===== src/trfp_pkg.sv =====
// ----------------------------------------------------------------------------
// trfp_pkg
// Shared constants and types of the typed record frame parser.
// ----------------------------------------------------------------------------
package trfp_pkg;

   localparam int unsigned LEN_W = 18;
   localparam logic [LEN_W-1:0] MAX_FRAME_LEN_RESET = 18'd131072;

   localparam logic [3:0] PH_HUNT = 4'd0;
   localparam logic [3:0] PH_LOCK = 4'd1;
   localparam logic [3:0] PH_OPC  = 4'd2;
   localparam logic [3:0] PH_PAR  = 4'd3;
   localparam logic [3:0] PH_OBJ  = 4'd4;
   localparam logic [3:0] PH_ROW  = 4'd5;
   localparam logic [3:0] PH_TAG  = 4'd6;
   localparam logic [3:0] PH_BOOL = 4'd7;
   localparam logic [3:0] PH_INT1 = 4'd8;
   localparam logic [3:0] PH_INTN = 4'd9;
   localparam logic [3:0] PH_LEN  = 4'd10;
   localparam logic [3:0] PH_PAY  = 4'd11;
   localparam logic [3:0] PH_SKIP = 4'd12;

   localparam logic [3:0] KIND_HDR   = 4'd0;
   localparam logic [3:0] KIND_OBJ   = 4'd1;
   localparam logic [3:0] KIND_ROW   = 4'd2;
   localparam logic [3:0] KIND_NULL  = 4'd3;
   localparam logic [3:0] KIND_BOOL  = 4'd4;
   localparam logic [3:0] KIND_INT32 = 4'd5;
   localparam logic [3:0] KIND_INT64 = 4'd6;
   localparam logic [3:0] KIND_BYTES = 4'd7;
   localparam logic [3:0] KIND_PAY   = 4'd8;

   localparam logic [3:0] ERR_NONE  = 4'd0;
   localparam logic [3:0] ERR_FLEN  = 4'd1;
   localparam logic [3:0] ERR_OPC   = 4'd2;
   localparam logic [3:0] ERR_TYPE  = 4'd3;
   localparam logic [3:0] ERR_BLEN  = 4'd4;
   localparam logic [3:0] ERR_BBYTE = 4'd5;
   localparam logic [3:0] ERR_SIZE  = 4'd6;
   localparam logic [3:0] ERR_TRUNC = 4'd7;
   localparam logic [3:0] ERR_AUTH  = 4'd8;
   localparam logic [3:0] ERR_PCNT  = 4'd9;
   localparam logic [3:0] ERR_PNAME = 4'd10;

   localparam logic [2:0] TY_BYTES  = 3'd1;
   localparam logic [2:0] TY_STRING = 3'd2;
   localparam logic [2:0] TY_INT    = 3'd3;
   localparam logic [2:0] TY_LONG   = 3'd4;
   localparam logic [2:0] TY_BOOL   = 3'd5;

   localparam logic [7:0] OPC_AUTH = 8'd1;
   localparam logic [7:0] OPC_PROP = 8'd3;
   localparam logic [7:0] OPC_LIST = 8'd4;

   typedef struct packed {
      logic [3:0]  kind;
      logic [7:0]  opcode;
      logic [7:0]  param;
      logic [63:0] value;
      logic [2:0]  tcode;
      logic [3:0]  err;
      logic        last;
   } result_type;

   typedef struct packed {
      logic [3:0]       phase;
      logic [LEN_W-1:0] frame_left;
      logic [7:0]       field_left;
      logic [63:0]      shift;
      logic [7:0]       opcode;
      logic [7:0]       param;
      logic [7:0]       values_left;
      logic [2:0]       vtype;
      logic [2:0]       first_vtype;
      logic [31:0]      payload_left;
   } state_type;

endpackage


===== src/typed_record_frame_parser_unit.sv =====
// ----------------------------------------------------------------------------
// typed_record_frame_parser_unit
// Byte-serial parser for length-framed typed records.
// ----------------------------------------------------------------------------
// Bytes enter on the req_ channel (valid/ready) with a restart flag; each
// byte that completes a token or raises an error yields one result on the
// rsp_ channel (valid/ready). Bytes that complete nothing yield no result.
// One byte is taken every cycle while req_ready is high, and its result is
// registered. The decode of a byte is a single pass of logic between the
// parser state registers and the result register.
// While a result waits on a stalled receiver, bytes are still taken and the
// next result is held in a skid register; req_ready falls only when both
// are full. Reset empties both registers, sets the frame length limit to
// its default and puts the parser in search of a length header.
// csr_we with csr_wdata writes the frame length limit; write it only while
// the parser is idle.
// ----------------------------------------------------------------------------
module typed_record_frame_parser_unit (
   input  logic         clock,
   input  logic         reset,
   input  logic         csr_we,
   input  logic [17:0]  csr_wdata,
   input  logic         req_valid,
   output logic         req_ready,
   input  logic [7:0]   req_data_byte,
   input  logic         req_restart,
   output logic         rsp_valid,
   input  logic         rsp_ready,
   output logic [3:0]   rsp_token_kind,
   output logic [7:0]   rsp_opcode,
   output logic [7:0]   rsp_param_byte,
   output logic signed [63:0] rsp_value,
   output logic [2:0]   rsp_type_code,
   output logic [3:0]   rsp_error_code,
   output logic         rsp_frame_end
);

   trfp_pkg::state_type  st_ff, st_in;
   trfp_pkg::result_type out_ff, skid_ff, res;
   logic                 out_v_ff, skid_v_ff, emit, acc;
   logic [17:0]          max_ff;

   trfp_step u_step (
      .cur(st_ff), .data_byte(req_data_byte), .restart(req_restart),
      .max_len(max_ff), .nxt(st_in), .emit(emit), .res(res)
   );

   assign req_ready = !skid_v_ff;
   assign acc = req_valid && req_ready;

   always_ff @(posedge clock) begin
      if (reset) begin
         st_ff <= '0;
         max_ff <= trfp_pkg::MAX_FRAME_LEN_RESET;
         out_v_ff <= 1'b0;
         skid_v_ff <= 1'b0;
      end else begin
         if (csr_we) max_ff <= csr_wdata;
         if (acc) st_ff <= st_in;
         if (!out_v_ff || rsp_ready) begin
            if (skid_v_ff) begin
               out_ff <= skid_ff;
               out_v_ff <= 1'b1;
               skid_v_ff <= 1'b0;
            end else begin
               out_ff <= res;
               out_v_ff <= acc && emit;
            end
         end else if (acc && emit) begin
            skid_ff <= res;
            skid_v_ff <= 1'b1;
         end
      end
   end

   assign rsp_valid = out_v_ff;
   assign rsp_token_kind = out_ff.kind;
   assign rsp_opcode = out_ff.opcode;
   assign rsp_param_byte = out_ff.param;
   assign rsp_value = out_ff.value;
   assign rsp_type_code = out_ff.tcode;
   assign rsp_error_code = out_ff.err;
   assign rsp_frame_end = out_ff.last;

`ifndef SYNTHESIS
   a_skid_only_when_full: assert property (@(posedge clock) disable iff (reset)
      skid_v_ff |-> out_v_ff) else $error("skid holds data with output empty");
   a_no_accept_when_full: assert property (@(posedge clock) disable iff (reset)
      skid_v_ff |-> !req_ready) else $error("ready while skid full");
   a_lock_stays: assert property (@(posedge clock) disable iff (reset)
      (st_ff.phase == trfp_pkg::PH_LOCK && !(acc && req_restart))
      |=> st_ff.phase == trfp_pkg::PH_LOCK) else $error("lock left without restart");
`endif

endmodule


===== src/trfp_step.sv =====
// ----------------------------------------------------------------------------
// trfp_step
// Combinational next-state and token logic for one received byte.
// ----------------------------------------------------------------------------
module trfp_step (
   input  trfp_pkg::state_type            cur,
   input  logic [7:0]                     data_byte,
   input  logic                           restart,
   input  logic [trfp_pkg::LEN_W-1:0]     max_len,
   output trfp_pkg::state_type            nxt,
   output logic                           emit,
   output trfp_pkg::result_type           res
);

   localparam int LEN_W_L = trfp_pkg::LEN_W;

   logic [3:0]  ph, kind, err;
   logic        tok, last;
   logic [2:0]  tcode, ty;
   logic [63:0] val, sh, id;
   logic [7:0]  fl, ln, vl;
   logic [31:0] len;
   logic [LEN_W_L-1:0] fr;

   function automatic logic [3:0] fin_chk(input logic [7:0] op, input logic [7:0] pa,
                                          input logic [2:0] fv);
      logic [3:0] e;
      e = trfp_pkg::ERR_NONE;
      if (op == trfp_pkg::OPC_AUTH && pa == 8'd1 && fv != trfp_pkg::TY_BYTES)
         e = trfp_pkg::ERR_AUTH;
      else if (op == trfp_pkg::OPC_PROP) begin
         if (pa != 8'd2) e = trfp_pkg::ERR_PCNT;
         else if (fv != trfp_pkg::TY_STRING) e = trfp_pkg::ERR_PNAME;
      end
      return e;
   endfunction

   always_comb begin
      nxt  = cur;
      res  = '0;
      tok  = 1'b0;
      last = 1'b0;
      kind = trfp_pkg::KIND_HDR;
      err  = trfp_pkg::ERR_NONE;
      tcode = 3'd0;
      val  = 64'd0;
      ty   = data_byte[6:4];
      ln   = data_byte & 8'h8F;
      sh   = 64'd0;
      fl   = 8'd0;
      len  = 32'd0;
      id   = 64'd0;
      vl   = 8'd0;
      fr   = '0;
      ph   = cur.phase;
      emit = 1'b0;
      if (restart) begin
         nxt.phase = trfp_pkg::PH_HUNT;
         nxt.field_left = 8'd0;
         nxt.shift = 64'd0;
         nxt.frame_left = '0;
      end else if (cur.phase == trfp_pkg::PH_LOCK) begin
         nxt = cur;
      end else if (cur.phase == trfp_pkg::PH_HUNT || cur.frame_left == '0) begin
         sh = (cur.phase == trfp_pkg::PH_HUNT) ? cur.shift : 64'd0;
         fl = (cur.phase == trfp_pkg::PH_HUNT) ? cur.field_left : 8'd0;
         nxt.phase = trfp_pkg::PH_HUNT;
         len = {sh[23:0], data_byte};
         fl = fl + 8'd1;
         nxt.shift = {32'd0, len};
         nxt.field_left = fl;
         if (fl >= 8'd4) begin
            nxt.field_left = 8'd0;
            nxt.shift = 64'd0;
            if (len != 32'd0) begin
               if (len[31] || len > {14'd0, max_len}) begin
                  nxt.phase = trfp_pkg::PH_LOCK;
                  emit = 1'b1;
                  res.kind = trfp_pkg::KIND_HDR;
                  res.opcode = 8'd0;
                  res.param = 8'd0;
                  res.value = {{32{len[31]}}, len};
                  res.tcode = 3'd0;
                  res.err = trfp_pkg::ERR_FLEN;
                  res.last = 1'b0;
               end else begin
                  nxt.frame_left = len[LEN_W_L-1:0];
                  nxt.phase = trfp_pkg::PH_OPC;
               end
            end
         end
      end else begin
         fr = cur.frame_left - LEN_W_L'(1);
         nxt.frame_left = fr;
         last = (fr == '0);
         case (cur.phase)
            trfp_pkg::PH_OPC: begin
               nxt.opcode = data_byte;
               nxt.param = 8'd0;
               if (data_byte < 8'd1 || data_byte > 8'd4) begin
                  err = trfp_pkg::ERR_OPC;
                  val = {56'd0, data_byte};
               end else nxt.phase = trfp_pkg::PH_PAR;
            end
            trfp_pkg::PH_PAR: begin
               nxt.param = data_byte;
               nxt.values_left = data_byte;
               tok = 1'b1;
               if (cur.opcode == trfp_pkg::OPC_AUTH) begin
                  if (data_byte == 8'd0) begin
                     nxt.phase = trfp_pkg::PH_OPC;
                     err = fin_chk(cur.opcode, data_byte, cur.first_vtype);
                  end else nxt.phase = trfp_pkg::PH_TAG;
               end else begin
                  nxt.phase = trfp_pkg::PH_OBJ;
                  nxt.field_left = 8'd0;
                  nxt.shift = 64'd0;
               end
            end
            trfp_pkg::PH_OBJ, trfp_pkg::PH_ROW: begin
               sh = {32'd0, cur.shift[23:0], data_byte};
               fl = cur.field_left + 8'd1;
               nxt.shift = sh;
               nxt.field_left = fl;
               if ((fl == 8'd2 && !sh[15]) || fl >= 8'd4) begin
                  id = (fl >= 8'd4) ? {33'd0, sh[30:0]} : sh;
                  tok = 1'b1;
                  val = id;
                  kind = (cur.phase == trfp_pkg::PH_OBJ) ? trfp_pkg::KIND_OBJ
                                                         : trfp_pkg::KIND_ROW;
                  nxt.field_left = 8'd0;
                  nxt.shift = 64'd0;
                  vl = cur.values_left;
                  if (cur.phase == trfp_pkg::PH_OBJ && cur.opcode == trfp_pkg::OPC_LIST
                      && cur.param == 8'hFF) begin
                     nxt.phase = trfp_pkg::PH_OPC;
                     err = fin_chk(cur.opcode, cur.param, cur.first_vtype);
                  end else if (cur.phase == trfp_pkg::PH_OBJ
                               && cur.opcode == trfp_pkg::OPC_LIST) begin
                     if (cur.param == 8'hFE) nxt.values_left = 8'd0;
                     nxt.phase = trfp_pkg::PH_ROW;
                  end else if (vl == 8'd0) begin
                     nxt.phase = trfp_pkg::PH_OPC;
                     err = fin_chk(cur.opcode, cur.param, cur.first_vtype);
                  end else nxt.phase = trfp_pkg::PH_TAG;
               end
            end
            trfp_pkg::PH_TAG: begin
               if (cur.values_left == cur.param) nxt.first_vtype = ty;
               nxt.vtype = ty;
               tcode = ty;
               if (ty == trfp_pkg::TY_BOOL || (ty >= 3'd1 && ty <= 3'd4)) begin
                  if (ln == 8'd0) begin
                     tok = 1'b1;
                     kind = trfp_pkg::KIND_NULL;
                     ph = trfp_pkg::PH_PAY;
                  end else if (ty == trfp_pkg::TY_BOOL) begin
                     if (ln == 8'd1) nxt.phase = trfp_pkg::PH_BOOL;
                     else begin
                        err = trfp_pkg::ERR_BLEN;
                        val = {56'd0, data_byte};
                     end
                  end else begin
                     nxt.field_left = ln;
                     nxt.shift = 64'd0;
                     nxt.phase = (ty <= 3'd2) ? trfp_pkg::PH_LEN : trfp_pkg::PH_INT1;
                  end
               end else begin
                  err = trfp_pkg::ERR_TYPE;
                  val = {56'd0, data_byte};
               end
            end
            trfp_pkg::PH_BOOL: begin
               tcode = cur.vtype;
               if (data_byte == 8'hFF || data_byte == 8'h00) begin
                  tok = 1'b1;
                  kind = trfp_pkg::KIND_BOOL;
                  val = {63'd0, data_byte != 8'h00};
                  ph = trfp_pkg::PH_PAY;
               end else begin
                  err = trfp_pkg::ERR_BBYTE;
                  val = {56'd0, data_byte};
               end
            end
            trfp_pkg::PH_INT1, trfp_pkg::PH_INTN: begin
               tcode = cur.vtype;
               sh = (cur.phase == trfp_pkg::PH_INT1) ? {{56{data_byte[7]}}, data_byte}
                                                     : {cur.shift[55:0], data_byte};
               nxt.shift = sh;
               fl = cur.field_left - 8'd1;
               nxt.field_left = fl;
               nxt.phase = trfp_pkg::PH_INTN;
               if (fl == 8'd0) begin
                  tok = 1'b1;
                  if (cur.vtype == trfp_pkg::TY_INT) begin
                     kind = trfp_pkg::KIND_INT32;
                     val = {{32{sh[31]}}, sh[31:0]};
                  end else begin
                     kind = trfp_pkg::KIND_INT64;
                     val = sh;
                  end
                  ph = trfp_pkg::PH_PAY;
               end
            end
            trfp_pkg::PH_LEN: begin
               tcode = cur.vtype;
               sh = {32'd0, cur.shift[23:0], data_byte};
               nxt.shift = sh;
               fl = cur.field_left - 8'd1;
               nxt.field_left = fl;
               if (fl == 8'd0) begin
                  if (sh[31:0] >= {14'd0, max_len}) begin
                     err = trfp_pkg::ERR_SIZE;
                     val = sh;
                  end else begin
                     tok = 1'b1;
                     kind = trfp_pkg::KIND_BYTES;
                     val = sh;
                     nxt.payload_left = sh[31:0];
                     if (sh[31:0] == 32'd0) ph = trfp_pkg::PH_PAY;
                     else nxt.phase = trfp_pkg::PH_PAY;
                  end
               end
            end
            trfp_pkg::PH_PAY: begin
               tcode = cur.vtype;
               tok = 1'b1;
               kind = trfp_pkg::KIND_PAY;
               val = {56'd0, data_byte};
               nxt.payload_left = cur.payload_left - 32'd1;
               if (cur.payload_left == 32'd1) ph = trfp_pkg::PH_PAY;
               else ph = trfp_pkg::PH_SKIP;
            end
            default: ph = trfp_pkg::PH_SKIP;
         endcase
         // A completed value: count it down and move on.
         if (ph == trfp_pkg::PH_PAY && cur.phase != trfp_pkg::PH_PAY
             || (cur.phase == trfp_pkg::PH_PAY && ph == trfp_pkg::PH_PAY)) begin
            vl = cur.values_left - 8'd1;
            nxt.values_left = vl;
            if (vl == 8'd0) begin
               nxt.phase = trfp_pkg::PH_OPC;
               err = fin_chk(cur.opcode, cur.param,
                             (cur.phase == trfp_pkg::PH_TAG && cur.values_left == cur.param)
                             ? ty : cur.first_vtype);
            end else nxt.phase = trfp_pkg::PH_TAG;
         end
         if (last) begin
            if (err == trfp_pkg::ERR_NONE && nxt.phase != trfp_pkg::PH_OPC
                && nxt.phase != trfp_pkg::PH_SKIP) begin
               err = trfp_pkg::ERR_TRUNC;
            end
            nxt.phase = trfp_pkg::PH_HUNT;
            nxt.field_left = 8'd0;
            nxt.shift = 64'd0;
         end else if (err != trfp_pkg::ERR_NONE) begin
            nxt.phase = trfp_pkg::PH_SKIP;
         end
         if (err != trfp_pkg::ERR_NONE) begin
            if (err >= trfp_pkg::ERR_TRUNC || err <= trfp_pkg::ERR_OPC) tcode = 3'd0;
            if (err >= trfp_pkg::ERR_TRUNC) val = 64'd0;
            kind = trfp_pkg::KIND_HDR;
            tok = 1'b1;
         end
         emit = tok;
         res.kind = kind;
         res.opcode = nxt.opcode;
         res.param = nxt.param;
         res.value = val;
         res.tcode = tcode;
         res.err = err;
         res.last = last;
      end
      if (!emit) res = '0;
   end

endmodule

===== config.mk =====
export PLATFORM = sky130hd
export DESIGN_NAME = typed_record_frame_parser_unit
export DESIGN_NICKNAME = d
export VERILOG_FILES = /design/src/trfp_pkg.sv /design/src/typed_record_frame_parser_unit.sv /design/src/trfp_step.sv
export SDC_FILE = /design/constraint.sdc
export NUM_CORES = 1
export LEC_CHECK = 0
export ABC_AREA = 1
export BUFFER_PORTS_ARGS = -buffer_cell sky130_fd_sc_hd__buf_2
export CAP_MARGIN = 10
export CORE_MARGIN = 4
export CORE_UTILIZATION = 30
export CTS_BUF_LIST = sky130_fd_sc_hd__clkbuf_4 sky130_fd_sc_hd__clkbuf_8
export DETAILED_ROUTE_END_ITERATION = 8
export PLACE_DENSITY_LB_ADDON = 0.15
export SLEW_MARGIN = 20
export SYNTH_ARGS = -nofsm -noshare
export SYNTH_HDL_FRONTEND = slang
export SYNTH_SLANG_ARGS = --single-unit

===== constraint.sdc =====
create_clock -name clock -period 8.9 [get_ports clock]
set_input_delay 1.78 -clock clock [delete_from_list [all_inputs] [get_ports clock]]
set_output_delay 1.78 -clock clock [all_outputs]
set_load 0.005 [all_outputs]

== Word-level counts from Yosys, hierarchy flattened ==
Cells that the tools add are included.

* Register bits after elaboration: 352
* Input bits: 32
* Output and inout bits: 94
* Word-level logic and storage cells: 314

* Add/sub/neg operators: 6
* Magnitude comparators: 11
* Equality and inequality tests: 49
* Muxes and demuxes: 155
* Bitwise logic cells: 5
* Reductions and logical operators: 61

{| class="wikitable"
|+ Operator list
! operator !! count
|-
| 2-to-1 mux 92 bit || 7
|-
| 2-to-1 mux 64 bit || 9
|-
| 2-to-1 mux 72 bit || 7
|-
| case mux 64 bit (7 select lines) || 1
|-
| case mux 72 bit (5 select lines) || 1
|-
| 2-to-1 mux 94 bit || 3
|-
| 2-to-1 mux 4 bit || 64
|-
| 2-to-1 mux 156 bit || 1
|-
| 2-to-1 mux 32 bit || 4
|-
| case mux 4 bit (6 select lines) || 4
|-
| 2-to-1 mux 8 bit || 10
|-
| case mux 32 bit (2 select lines) || 1
|-
| 2-to-1 mux 62 bit || 1
|-
| logical NOT 8 bit || 5
|-
| 2-to-1 mux 3 bit || 13
|-
| logical NOT 18 bit || 2
|-
| == test 32 x 1 -> 1 bit (second input constant) || 1
|-
| greater-or-equal comparator 32 x 18 -> 1 bit || 1
|-
| greater-than comparator 32 x 18 -> 1 bit || 1
|-
| logical NOT 32 bit || 1
|-
| case mux 8 bit (2 select lines) || 2
|-
| nonzero test 32 bit || 1
|-
| subtractor 32 x 1 -> 32 bit (second input constant) || 1
|-
| == test 8 x 1 -> 1 bit (second input constant) || 3
|-
| 59 further kinds || 143
|}

== Longest topological paths before layout ==
* Depth after elaboration: 32
* Mapped depth: 29
* Mapped depth without buffers: 27

== Cells and area by module ==
Synthesis repeated with hierarchy kept, for this count alone.

* Cells, all modules: 3,755
* Area total of the unflattened synthesis: 25,084.1 µm²

{| class="wikitable"
|+ By module, submodules not included
! module !! instances !! cells each !! area an instance (µm²)
|-
| typed_record_frame_parser_unit || 1 || 1,424 || 13,927.1
|-
| trfp_step || 1 || 2,331 || 11,157.0
|}

== Worst setup path before layout ==
OpenSTA, ideal clock, no wires.

* Path kind: input to register
* Start point: input req_data_byte[0]
* End point: register skid_ff[0] in the netlist's numbering (enable)
* Setup time: 0.544 ns
* Data arrival time: 7.575 ns
* Setup slack: 0.782 ns
* Stages on the path: 19
* Cell sequence: buf_2 inv_2 ha_1 nand2_1 nor2_1 nand2_1 nor2_1 nand3_1 nand2_1 nor2_1 nand2_1 nand2_1 nor3b_1 nand3_1 nor2_4 nand3_4 nand3_2 nand3_1 nor2_1

* Longest elaborated chain between the ends: 30

{| class="wikitable"
|+ RTL lines
! what !! RTL line !! text
|-
| start, declared || typed_record_frame_parser_unit.sv:25 || <nowiki>input logic [7:0] req_data_byte,</nowiki>
|-
| branches (longest 25 deep; another with greater-or-equal comparator 32 x 18 -> 1 bit) || -- ||
|-
| 2-to-1 mux 1 bit * || trfp_step.sv:64 || <nowiki>end else if (cur.phase == trfp_pkg::PH_HUNT || cur.frame_left == '0) begin</nowiki>
|-
| 2-to-1 mux 1 bit * || trfp_step.sv:62 || <nowiki>end else if (cur.phase == trfp_pkg::PH_LOCK) begin</nowiki>
|-
| 2-to-1 mux 1 bit * || trfp_step.sv:57 || <nowiki>if (restart) begin</nowiki>
|-
| logical AND 1 bit * || typed_record_frame_parser_unit.sv:69 || <nowiki>end else if (acc && emit) begin</nowiki>
|-
| AND reduction 3 bit (no line) * || -- ||
|-
| end signal, assigned || typed_record_frame_parser_unit.sv:70 || <nowiki>skid_ff <= res;</nowiki>
|-
| end, declared || typed_record_frame_parser_unit.sv:39 || <nowiki>trfp_pkg::result_type out_ff, skid_ff, res;</nowiki>
|}

Mark *: on every way between the ends. The select of a mux whose other input is x is not followed.
A chain may end at the register's enable or synchronous reset.

== Final worst setup path ==
* Start point: input req_data_byte[5]
* End point: register out_ff (netlist bit rsp_value[55]), data pin

* Longest elaborated chain between the ends: 31

{| class="wikitable"
|+ RTL lines
! what !! RTL line !! text
|-
| branches (longest 29 deep; another with greater-or-equal comparator 32 x 18 -> 1 bit) || -- ||
|-
| 2-to-1 mux 92 bit * || trfp_step.sv:274 || <nowiki>if (!emit) res = '0;</nowiki>
|-
| 2-to-1 mux 92 bit * || typed_record_frame_parser_unit.sv:61 || <nowiki>if (skid_v_ff) begin</nowiki>
|-
| end signal, assigned || typed_record_frame_parser_unit.sv:62 || <nowiki>out_ff <= skid_ff;</nowiki>
|-
| end signal, assigned || typed_record_frame_parser_unit.sv:66 || <nowiki>out_ff <= res;</nowiki>
|-
| end, declared || typed_record_frame_parser_unit.sv:39 ||
|}

Marked as above.

==> reports/results.ini <==
[timing]
period_share_pct = 67.0
skew_ns = 0.0229
max_freq_mhz = 168
finalSetupTns_ns = 0
finalHoldViolations = 0
finalSetupViolCount = 0
relSlewSlack_pct = 29.6
rsz0062_at_grt = false
worstMarginPinSlew_ns = 1.05
min_period_ns = 5.96
finalMaxSlewViolations = 0
whs_ns = 0.459

[critical_path]
slowest_stage = nor2_4
cp.required_ns = 9.42
rr_worst_depth = 24
rr_endpoint = rsp_value[55]$_DFFE_PP_
critical_path.max_fanout = 58
worstSetupEndpoint = rsp_value[55]$_DFFE_PP_
cp-end-kind = flip-flop
worst_path_largest_cell_delay_ns = 0.77
crit_chain = buf_2, inv_1, nand3_1, nand2_1, inv_2, nand3_1, nand3_1, nand2_1, a21oi_4, nand2_2, nand2_1, nand2_1, inv_1, nand2_1, nand3_2, nand3_4, nand3_2, nand2_4, nor2_4, buf_4, nand3_1, nand2_1
crit_start = req_data_byte[5]
arrival_ns = 6.48
cpMostUsedCell = nand2_1
critPathKind = input port to flip-flop
r2r-start = st_ff[126]$_SDFFE_PP0P_
cp-start-kind = input port
ff2ff_setup_slack_ns = 3.43

[floorplanning]
die_height_um = 271
rows = 96
pin_count = 126
dieArea_sq_um = 73500
initial_utilization_pct = 30.3
core-area_sq_um = 68600
die_w_um = 271

[synth]
synth.avg_cell_area_sq_um = 7.33
synthArstFlopShare_pct = 0
mappedNetlistNets = 2907
yosys_warnings = 0
yosys_register_bits = 352
yosysSeqAreaShare_pct = 42.8
syn_area_sq_um = 20800
synth_enable_flop_cells = 184
yosysUniqueCellTypes = 58
synth_flop_cell = edfxtp_1
syn_inst = 2835

[clock_network]
root_buffer = clkbuf_8
clock-sinks = 352
worstSkewPairLatency_ns = 0.66
cts.clk_slew.worst_paths_ns = 0.06
clockBufferDepth = 3
tritoncts = yes
cts_hold_buf = 0
postCtsSetupBuffers = 0
numCtsBuffers = 72
htreeDepth = 3
cts_resized = 0

[layout]
final_nets = 2968
seq_area_sq_um = 8890
drive_gt1_share_pct = 11.8
utilization_pct = 34.6
final_cell_mix = 608 x nand2_1, 293 x nor2_1, 257 x nand3_1
n_fill_cell = 7379
syn2layout_area_growth_pct = 14.2
layout_commonest_cell = nand2_1
fin_cells = 3885
multiInputGateArea_sq_um = 10100

[placed_design]
portBuffers = 125
dp.cells = 3753
post-dp-hpwl_um = 55400
gp_congestion = 0.940

[worst_hold_path]
hold_start = st_ff[111]$_SDFFE_PP0P_
hold_class = flip-flop to flip-flop

[detailed_routing]
routedWlPerCell_um = 19.9
dr_total_vias = 20100
finalWirelength_um = 77400
wl_met1_um = 37300
drc = 0
top_layer = met4
met2_length_um = 32900
ant_nets = 0
vias_per_cell = 5.17
wl_met3_um = 5570
drtIter0Drc = 2016
drt_pass1_iterations = 6

[global_route]
grt_pass1_vias = 18700
grt_max_degree = 71
grt_pass1_wl_um = 117000
antenna_found_initial = 1
grt-ovfl-total = 0
grtUsageTotal_pct = 20.3

[outcome]
status = finished, final reports clean

[power_and_ir_drop]
power_density_nw_per_um2 = 165
swShare_pct = 24.5
pwr-share-seq_pct = 44.5
power_mw = 3.91
p_sw_mw = 0.958
p_clk_share_pct = 49.7
peakVddDrop_mv = 0.0949
p_comb_share_pct = 5.9
p_int_mw = 2.96
p_leak_nw = 9.28

[run]
cap_violations = 0

-- flip-flops by register name, summed over array words and instances, names as in the netlist --
register	count
max_ff	18
rsp_error_code	4
rsp_frame_end	1
rsp_opcode	8
rsp_param_byte	8
rsp_token_kind	4
rsp_type_code	3
rsp_valid	1
rsp_value	64
skid_ff	92
skid_v_ff	1
st_ff	148
-- routing by layer --
metal	global-route usage (%)	up-vias
met1	30.5	9548
met5	0	-
met4	5.49	0
li1	-	9697
met3	3.80	113
met2	29.9	737
-- how the worst min path moves through the flow --
| stage | endpoint | slack [ns] | cells after the start |
|---|---|---|---|
| floorplan | max_ff[1]$_SDFFE_PP0P_ | 0.44 | 2 |
| global placement | st_ff[115]$_SDFFE_PP0P_ | 0.45 | 2 |
| detailed placement | st_ff[115]$_SDFFE_PP0P_ | 0.45 | 2 |
| CTS | st_ff[105]$_SDFFE_PP0P_ | 0.46 | 2 |
| global route | st_ff[105]$_SDFFE_PP0P_ | 0.48 | 2 |
| finish | st_ff[111]$_SDFFE_PP0P_ | 0.46 | 2 |
-- metrics by stage --
step	setup slack (ns)	cell area, sq um
after floorplan	0.782	20800
after global placement	2.45	22100
after detailed placement	2.30	22100
after CTS	3.01	23700
after global routing	2.51	23700
final	2.94	23700
-- worst max-delay path, delay by kind of cell --
family          cells  cell delay, ns
buf+inv             5            1.13
simple gates       16            3.30
compound gates      1            0.20
-- power by group through the flow --
stage | clock network [mW] | registers, mW | logic [mW]
detailed placement | 0 | 1.77 | 0.225
global placement | 0 | 1.77 | 0.225
finish | 1.94 | 1.74 | 0.230
CTS | 2.00 | 1.74 | 0.227
floorplan | 0 | 1.77 | 0.140
global route | 2.08 | 1.74 | 0.253
-- kinds of logic (layout without fill, tap and decap cells) --
| group | after synthesis | after routing | share of synthesized area (%) |
|---|---|---|---|
| AO/OA/AOI/OAI | 590 | 590 | 15.6 |
| XOR/XNOR | 34 | 34 | 1.43 |
| adder cells (fa/ha/maj) | 40 | 40 | 2.41 |
| buffers and inverters | 448 | 566 | 8.63 |
| flip-flops | 352 | 352 | 42.8 |
| other | 0 | 1 | 0 |
| AND/OR/NAND/NOR | 1371 | 1371 | 29.2 |
-- synth_stat cells (6+ instances only) --
library cell | count | area, sq um
a211oi_1 | 23 | 173
a21oi_1 | 198 | 991
a31oi_1 | 44 | 275
and2_1 | 52 | 325
buf_1 | 8 | 30.0
buf_2 | 23 | 115
buf_6 | 8 | 90.1
clkbuf_1 | 119 | 447
clkinv_1 | 6 | 22.5
dfxtp_1 | 168 | 3360
edfxtp_1 | 184 | 5530
ha_1 | 40 | 500
inv_1 | 253 | 950
inv_2 | 24 | 90.1
nand2_1 | 608 | 2280
nand2_2 | 9 | 56.3
nand3_1 | 257 | 1290
nand3b_1 | 7 | 52.6
nand4_1 | 47 | 294
nor2_1 | 297 | 1110
nor2_2 | 7 | 43.8
nor2_4 | 7 | 78.8
nor3_1 | 54 | 270
nor4_1 | 12 | 75.1
o211ai_1 | 6 | 45.0
o21ai_0 | 233 | 1170
o21ai_1 | 20 | 100
o22ai_1 | 36 | 225
xnor2_1 | 7 | 61.3
xor2_1 | 27 | 236
-- layout make-up --
type | instances | share of cell area [%]
Antenna cell | 1 | 0.0105
Clock inverter | 23 | 1.19
Inverter | 284 | 4.50
Timing Repair Buffer | 151 | 3.47
Clock buffer | 108 | 5.79
Sequential cell | 352 | 37.5
Tap cell | 931 | 4.91
Multi-Input combinational cell | 2035 | 42.6
(Power assumes the default switching activity.)
